### src/hdl/cacr_pkg.sv
// Package for the central atom class renumbering block.
// Holds field widths, register indexes and the flag group that travels down the cell chain.
// Used by cacr_select, cacr_cell and central_atom_class_renumber_top.
`timescale 1ns / 1ps

package cacr_pkg;

    localparam int POT_W      = 8;
    localparam int NUM_W      = 7;
    localparam int KEY_W      = POT_W + NUM_W;
    localparam int CZ_W       = 7;
    localparam int CI_W       = 8;
    localparam int MATCH_W    = 9;
    localparam int CFG_IDX_W  = 1;
    localparam int CFG_DATA_W = 8;
    localparam int MAX_CLASSES_DEFAULT = 16;

    localparam logic [MATCH_W-1:0]   MATCH_MAX        = '1;
    localparam logic [CFG_IDX_W-1:0] REG_CENTRAL_Z    = 1'd0;
    localparam logic [CFG_IDX_W-1:0] REG_CENTRAL_INST = 1'd1;

    typedef struct packed {
        logic skip;          // central atom, takes no class from the table
        logic found;         // a cell has already given this item its class
        logic last;          // final atom of the set
        logic central_found; // a central atom has been seen in this set so far
    } tok_flags_t;

endpackage

### src/hdl/cacr_select.sv
// Central atom selection stage at the head of the cell chain.
// Tracks the match count and set status and registers the item for the first cell.
// Depends on cacr_pkg.
`timescale 1ns / 1ps

module cacr_select
    import cacr_pkg::*;
(
    input  logic              aclk,
    input  logic              aresetn,
    input  logic              adv,
    input  logic              accept,
    input  logic [POT_W-1:0]  potential_code,
    input  logic [NUM_W-1:0]  atomic_number,
    input  logic              last_atom,
    input  logic [CZ_W-1:0]   central_z,
    input  logic [CI_W-1:0]   central_instance,
    output logic              tok_valid,
    output logic [KEY_W-1:0]  tok_key,
    output tok_flags_t        tok_flags
);

    logic [MATCH_W-1:0] match_count_reg, match_count_next;
    logic               central_seen_reg;
    logic               first_pending_reg;
    logic               tok_valid_reg;
    logic [KEY_W-1:0]   tok_key_reg;
    tok_flags_t         tok_flags_reg, tok_flags_next;
    logic               central;
    logic               num_match;

    assign num_match = (atomic_number == central_z);

    always_comb begin
        central = 1'b0;
        match_count_next = match_count_reg;
        if (central_z == '0) begin
            central = first_pending_reg && (central_instance == '0) && !central_seen_reg;
        end else if (num_match) begin
            central = !central_seen_reg
                && (match_count_reg == {{(MATCH_W-CI_W){1'b0}}, central_instance});
            if (match_count_reg != MATCH_MAX) begin
                match_count_next = match_count_reg + 1'b1;
            end
        end
        tok_flags_next.skip          = central;
        tok_flags_next.found         = 1'b0;
        tok_flags_next.last          = last_atom;
        tok_flags_next.central_found = central_seen_reg || central;
    end

    always_ff @(posedge aclk) begin
        if (!aresetn) begin
            match_count_reg   <= '0;
            central_seen_reg  <= 1'b0;
            first_pending_reg <= 1'b1;
            tok_valid_reg     <= 1'b0;
        end else begin
            if (adv) begin
                tok_valid_reg <= accept;
            end
            if (accept) begin
                if (last_atom) begin
                    match_count_reg   <= '0;
                    central_seen_reg  <= 1'b0;
                    first_pending_reg <= 1'b1;
                end else begin
                    match_count_reg   <= match_count_next;
                    central_seen_reg  <= tok_flags_next.central_found;
                    first_pending_reg <= 1'b0;
                end
            end
        end
    end

    always_ff @(posedge aclk) begin
        if (accept) begin
            tok_key_reg   <= {potential_code, atomic_number};
            tok_flags_reg <= tok_flags_next;
        end
    end

    assign tok_valid = tok_valid_reg;
    assign tok_key   = tok_key_reg;
    assign tok_flags = tok_flags_reg;

endmodule

### src/hdl/cacr_cell.sv
// One cell of the key chain: holds one pair key and whether it is in use.
// An item passing through takes this cell's class on a hit or claims the cell when it is free.
// Depends on cacr_pkg.
`timescale 1ns / 1ps

module cacr_cell
    import cacr_pkg::*;
#(
    parameter int MAX_CLASSES = MAX_CLASSES_DEFAULT,
    parameter int CELL_INDEX  = 0,
    parameter int CID_W       = $clog2(MAX_CLASSES + 1)
)
(
    input  logic              aclk,
    input  logic              aresetn,
    input  logic              adv,
    input  logic              in_valid,
    input  logic [KEY_W-1:0]  in_key,
    input  tok_flags_t        in_flags,
    input  logic [CID_W-1:0]  in_class,
    input  logic [CID_W-1:0]  in_cnt,
    output logic              out_valid,
    output logic [KEY_W-1:0]  out_key,
    output tok_flags_t        out_flags,
    output logic [CID_W-1:0]  out_class,
    output logic [CID_W-1:0]  out_cnt
);

    localparam logic [CID_W-1:0] CELL_CLASS = CID_W'(CELL_INDEX + 1);

    logic              used_reg;
    logic [KEY_W-1:0]  key_reg;
    logic              out_valid_reg;
    logic [KEY_W-1:0]  out_key_reg;
    tok_flags_t        out_flags_reg;
    logic [CID_W-1:0]  out_class_reg;
    logic [CID_W-1:0]  out_cnt_reg;
    logic              open;
    logic              hit;
    logic              claim;
    logic              take;
    logic              used_after;
    tok_flags_t        flags_next;

    always_comb begin
        open       = !in_flags.skip && !in_flags.found;
        hit        = used_reg && (key_reg == in_key);
        claim      = open && !used_reg;
        take       = open && (hit || claim);
        used_after = used_reg || claim;
        flags_next = in_flags;
        flags_next.found = in_flags.found || take;
    end

    always_ff @(posedge aclk) begin
        if (!aresetn) begin
            used_reg      <= 1'b0;
            out_valid_reg <= 1'b0;
        end else if (adv) begin
            out_valid_reg <= in_valid;
            if (in_valid) begin
                used_reg <= in_flags.last ? 1'b0 : used_after;
            end
        end
    end

    always_ff @(posedge aclk) begin
        if (adv && in_valid) begin
            if (claim) begin
                key_reg <= in_key;
            end
            out_key_reg   <= in_key;
            out_flags_reg <= flags_next;
            out_class_reg <= take ? CELL_CLASS : in_class;
            out_cnt_reg   <= in_cnt + CID_W'(used_after);
        end
    end

    assign out_valid = out_valid_reg;
    assign out_key   = out_key_reg;
    assign out_flags = out_flags_reg;
    assign out_class = out_class_reg;
    assign out_cnt   = out_cnt_reg;

endmodule

### src/hdl/central_atom_class_renumber_top.sv
// Top level of the central atom class renumbering block.
// Instantiates cacr_select and a chain of cacr_cell, and holds the output register.
// Depends on cacr_pkg.
`timescale 1ns / 1ps

// The block takes one atom per clock cycle while the result side does not stall,
// and gives one result per atom, in order. Each atom passes through a selection stage,
// then one cell per key table entry (MAX_CLASSES cells), then the output register.
// The pipeline depth is set by the number of cells; the rate stays at one item per cycle
// while the output is not stalled. A stall on the result side holds the whole chain.
// The last result of a set carries central_found, class_count and table_overflow;
// when central_found is 0 the class ids of that set should be discarded.

module central_atom_class_renumber_top
    import cacr_pkg::*;
#(
    parameter int MAX_CLASSES = MAX_CLASSES_DEFAULT,
    parameter int CID_W       = $clog2(MAX_CLASSES + 1),
    parameter int CCNT_W      = $clog2(MAX_CLASSES + 2),
    parameter int OUT_BITS    = CID_W + CCNT_W + 3,
    parameter int OUT_DATA_W  = ((OUT_BITS + 7) / 8) * 8
)
(
    input  logic                    aclk,
    input  logic                    aresetn,
    input  logic                    cfg_wen,
    input  logic [CFG_IDX_W-1:0]    cfg_index,
    input  logic [CFG_DATA_W-1:0]   cfg_wdata,
    input  logic                    s_tvalid,
    output logic                    s_tready,
    // potential_code, atomic_number, zero fill
    input  logic [15:0]             s_tdata,
    input  logic                    s_tlast,
    output logic                    m_tvalid,
    input  logic                    m_tready,
    // class_id, is_central, central_found, class_count, table_overflow, zero fill
    output logic [OUT_DATA_W-1:0]   m_tdata,
    output logic                    m_tlast
);

    logic [CZ_W-1:0]    central_z_reg;
    logic [CI_W-1:0]    central_inst_reg;
    logic               adv;
    logic               accept;

    logic               chain_valid [MAX_CLASSES+1];
    logic [KEY_W-1:0]   chain_key   [MAX_CLASSES+1];
    tok_flags_t         chain_flags [MAX_CLASSES+1];
    logic [CID_W-1:0]   chain_class [MAX_CLASSES+1];
    logic [CID_W-1:0]   chain_cnt   [MAX_CLASSES+1];

    logic                  m_tvalid_reg;
    logic [OUT_DATA_W-1:0] m_tdata_reg, m_tdata_next;
    logic                  m_tlast_reg;
    logic                  ovf_seen_reg;

    tok_flags_t         tail_flags;
    logic               new_ovf;
    logic               ovf;
    logic [CID_W-1:0]   class_fin;
    logic [CCNT_W-1:0]  class_count;

    assign adv      = !m_tvalid_reg || m_tready;
    assign s_tready = adv;
    assign accept   = s_tvalid && adv;

    always_ff @(posedge aclk) begin
        if (!aresetn) begin
            central_z_reg    <= '0;
            central_inst_reg <= '0;
        end else if (cfg_wen) begin
            unique case (cfg_index)
                REG_CENTRAL_Z:    central_z_reg    <= cfg_wdata[CZ_W-1:0];
                REG_CENTRAL_INST: central_inst_reg <= cfg_wdata[CI_W-1:0];
                default: ;
            endcase
        end
    end

    cacr_select u_select (
        .aclk             (aclk),
        .aresetn          (aresetn),
        .adv              (adv),
        .accept           (accept),
        .potential_code   (s_tdata[POT_W-1:0]),
        .atomic_number    (s_tdata[KEY_W-1:POT_W]),
        .last_atom        (s_tlast),
        .central_z        (central_z_reg),
        .central_instance (central_inst_reg),
        .tok_valid        (chain_valid[0]),
        .tok_key          (chain_key[0]),
        .tok_flags        (chain_flags[0])
    );

    assign chain_class[0] = '0;
    assign chain_cnt[0]   = '0;

    for (genvar i = 0; i < MAX_CLASSES; i++) begin : g_cell
        cacr_cell #(
            .MAX_CLASSES (MAX_CLASSES),
            .CELL_INDEX  (i),
            .CID_W       (CID_W)
        ) u_cell (
            .aclk      (aclk),
            .aresetn   (aresetn),
            .adv       (adv),
            .in_valid  (chain_valid[i]),
            .in_key    (chain_key[i]),
            .in_flags  (chain_flags[i]),
            .in_class  (chain_class[i]),
            .in_cnt    (chain_cnt[i]),
            .out_valid (chain_valid[i+1]),
            .out_key   (chain_key[i+1]),
            .out_flags (chain_flags[i+1]),
            .out_class (chain_class[i+1]),
            .out_cnt   (chain_cnt[i+1])
        );
    end

    always_comb begin
        tail_flags = chain_flags[MAX_CLASSES];
        new_ovf    = !tail_flags.skip && !tail_flags.found;
        ovf        = ovf_seen_reg || new_ovf;
        if (tail_flags.found) begin
            class_fin = chain_class[MAX_CLASSES];
        end else if (tail_flags.skip) begin
            class_fin = '0;
        end else begin
            class_fin = CID_W'(MAX_CLASSES);
        end
        class_count = tail_flags.last
            ? (CCNT_W'(chain_cnt[MAX_CLASSES]) + 1'b1) : '0;
        m_tdata_next = '0;
        m_tdata_next[OUT_BITS-1:0] = {ovf, class_count,
                                      tail_flags.last && tail_flags.central_found,
                                      tail_flags.skip, class_fin};
    end

    always_ff @(posedge aclk) begin
        if (!aresetn) begin
            m_tvalid_reg <= 1'b0;
            ovf_seen_reg <= 1'b0;
        end else if (adv) begin
            m_tvalid_reg <= chain_valid[MAX_CLASSES];
            if (chain_valid[MAX_CLASSES]) begin
                ovf_seen_reg <= tail_flags.last ? 1'b0 : ovf;
            end
        end
    end

    always_ff @(posedge aclk) begin
        if (adv && chain_valid[MAX_CLASSES]) begin
            m_tdata_reg <= m_tdata_next;
            m_tlast_reg <= tail_flags.last;
        end
    end

    assign m_tvalid = m_tvalid_reg;
    assign m_tdata  = m_tdata_reg;
    assign m_tlast  = m_tlast_reg;

endmodule

### config.mk
export PLATFORM = sky130hd
export DESIGN_NAME = central_atom_class_renumber_top
export DESIGN_NICKNAME = d
export VERILOG_FILES = /design/src/hdl/cacr_pkg.sv /design/src/hdl/cacr_select.sv /design/src/hdl/cacr_cell.sv /design/src/hdl/central_atom_class_renumber_top.sv
export SDC_FILE = /design/constraint.sdc
export NUM_CORES = 1
export LEC_CHECK = 0
export BUFFER_PORTS_ARGS = -buffer_cell sky130_fd_sc_hd__buf_2
export CORE_MARGIN = 2
export CORE_UTILIZATION = 45
export CTS_CLUSTER_SIZE = 25
export DETAILED_ROUTE_END_ITERATION = 6
export HOLD_SLACK_MARGIN = 0.1
export PLACE_DENSITY = 0.62
export SLEW_MARGIN = 20
export SYNTH_ARGS = -nofsm -noshare
export SYNTH_HDL_FRONTEND = slang
export SYNTH_SLANG_ARGS = --single-unit
### constraint.sdc
create_clock -name aclk -period 2.56 [get_ports aclk]
set_input_delay 0 -clock aclk [delete_from_list [all_inputs] [get_ports aclk]]
set_output_delay 0 -clock aclk [all_outputs]
set_load 0.02 [all_outputs]
==> qor.yml <==
syn-cell-area_um2: 27600
top_usage_layer: "met2"
synth.area.top_cells: "edfxtp_1, xnor2_1, dfxtp_1"
dr.pass1.iters: 5
layoutNonFillerInstCount: 2628
largest_reg_flops: 240
cts_resized: 0
port_buffers: 45
wl_per_cell_um: 16.2
cp.arrival_ns: 2.91
worst_ep_required_time_ns: 3.03
ys_types: 50
cts-buffers-inserted: 73
yosysMostFrequentCell: "edfxtp_1"
reg2reg_from: "u_select.match_count_reg[0]"
grtUsageMet1: 0.140
slew_violations: 0
r2r-end: "u_select.match_count_reg[1]"
worstHoldEndpoint: "u_select.tok_key[2]"
drv_cap: 0
clk-insertion-delay-late_ns: 0.60
antennaDiodeCount: 0
r2r_setup_slack_ns: 0.35
async_flop_share: 0
p_per_area_nw_per_um2: 742
post-route-min-period_ns: 2.44
synth-seq-area-share: 0.789
multi_input_area_um2: 5670
synth-simple-area-share: 0.0811
holdPathStages: 2
io_pins: 50
drc: 0
postCtsSetupRepairBufs: 0
start_util: 0.456
viasPerCell: 4.97
regArea_um2: 21800
gp_congestion: 0.785
hold_viol: 0
grt_pass1_wl_um: 69000
grtUsageTotal: 0.137
critPathMaxFanout: 10
synth.area.mux_share: 0.00254
critPathCaptureType: "register"
finClkSkew_ns: 0.0176
fin_hold_ws_ns: 0.149
area_delta_synth_final_pct: 15.6
first_global_vias: 13797
synth_edf_count: 684
crit_top_cell: "dlygate4sd3_1"
max_slew.worst_pin.slew_ns: 0.806
timing.critical_path.buf_inv: 4
slew_headroom: 0.457
finalSetupViolations: 0
outcome: "finished clean"
crit_family: "buffers and inverters"
clkSlewWorstSetupHoldPaths_ns: 0.06
hpwlAfterDp_um: 28900
grt_use_met2: 0.269
leakage_nw: 10.5
r2r_cells: 8
synthAdderAreaFrac: 0.0145
dieArea_um2: 63300
rsz0062_at_grt: "false"
cts_num_sinks: 745
ant_nets: 0
min_from: "s_tdata[10]"
num_vias: 13055
synthCells: 1588
drive_above_1_share: 0.114
rows: 90
clockRootBuffer: "clkbuf_16"
yosys_most_used_dff: "edfxtp_1"
antenna_found_initial: 0
synth.avg_cell_area_um2: 17.4
synthXorXnorAreaFrac: 0.0933
synth_top_area_frac: 0.745
nFillCells: 4775
drt_iter0_markers: 625
peakVddDrop_uv: 632
dieWidth_um: 252
post-route-period-util: 0.954
wl_um: 42500
synth_top_cell_by_area: "edfxtp_1"
clockBufferDepth: 3
ys_top_cells_by_count: "edfxtp_1, xnor2_1, nand4_1, nor2_1, dfxtp_1"
cts_tree: "done"
synth-compound-area-share: 0.0130
critical_path_class: "in -> reg"
crit_chain: "dlygate4sd3_1, buf_2, nor2b_1, mux2i_1, dlygate4sd3_1, nor2_1, dlygate4sd3_1"
coreArea_um2: 60500
nNetsFinal: 1851
hp-class: "in -> reg"
yosys_warnings: 0
critPathMaxStageDelay_ns: 0.68
dp_cells: 2440
grt_max_degree: 33
htree_levels: 3
fmax_mhz: 409
ys_seq_elements: 745
crit_path_start_kind: "input pin"
met3_usage: 0.0324
synth_top_family_by_area: "XOR/XNOR gates"
die-height_um: 252
cpMaxStageDelayCell: "nor2b_1"
grt-ovfl-total: 0
fin_tns_setup_ns: 0
[final cells by class]
class | count | share of cell area
Clock buffer | 98 | 0.0646
Multi-Input combinational cell | 803 | 0.178
Inverter | 24 | 0.00283
Timing Repair Buffer | 141 | 0.0352
Sequential cell | 745 | 0.683
Clock inverter | 35 | 0.00644
Tap cell | 782 | 0.0307
[worst max path at each step]
stage	depth (start not counted)	endpoint	slack, ns	start
5_1_grt	7	central_z_reg[6]	0.07	cfg_wen
6_report	7	central_z_reg[6]	0.12	cfg_wen
3_5_place_dp	8	u_select.match_count_reg[5]	0.35	u_select.match_count_reg[0]
3_3_place_gp	8	u_select.match_count_reg[5]	0.39	u_select.match_count_reg[0]
2_1_floorplan	5	g_cell[0].u_cell.key_reg[0]	0.20	m_tvalid
4_1_cts	7	central_z_reg[6]	0.34	cfg_wen
[routing by layer]
layer | vias to the layer above | share of wire
li1 | 6368 | -
met5 | - | 0
met1 | 6415 | 0.37
met4 | 0 | 0.031
met2 | 167 | 0.57
met3 | 105 | 0.035
[through the flow]
step	cell area [um2]	power, mW	util	setup WS [ns]
global route	31900	24.4	0.527	0.0667
finish	31900	23.7	0.527	0.117
global placement	29100	13.8	0.481	0.390
floorplan	27600	13.7	-	0.197
CTS	31900	23.9	0.527	0.337
detailed placement	29100	13.8	0.481	0.347
[cell usage in the layout (no fill, tap or decap), drive strengths merged, types with 3 or more instances in the layout]
cell / instances
a21oi: 49
and2: 24
and3: 18
buf: 86
clkbuf: 98
clkinv: 32
conb: 3
dfxtp: 61
dlygate4sd3: 55
edfxtp: 684
ha: 32
inv: 25
mux2i: 7
nand2: 53
nand3: 40
nand4: 65
nor2: 63
nor2b: 3
nor3: 20
nor3b: 21
nor4: 22
o21ai: 5
or2: 17
or3: 48
xnor2: 254
xor2: 40
[worst reg2reg max path, stage by stage (launching register included)]
cell and delay (ns):
dfxtp_1 0.36, ha_1 0.25, nand3_1 0.13, nor2_1 0.06, ha_1 0.20, nor3b_2 0.30
nand4_4 0.24, or3b_1 0.43, a31oi_1 0.17
[logic make-up after synthesis]
| logic type | after synthesis |
|---|---|
| buffers and inverters | 42 |
| muxes | 7 |
| AOI/OAI and AO/OA | 65 |
| and+or+nand+nor | 402 |
| xor gates and xnor gates | 294 |
| adders and majority gates | 32 |
| other | 1 |
| DFF | 745 |
[where the power goes]
part	total, mW	switching [mW]	internal [mW]
sequential	13.3	0.0643	13.2
clock	10.1	4.25	5.84
combinational	0.309	0.163	0.146
[repair_timing]
| action | CTS | global route |
|---|---|---|
| hold buffers | 55 | 0 |
| endpoints found under the hold margin | 66 | 0 |
| setup endpoints to repair | 0 | 0 |
Power figures use the tool's default switching activity.
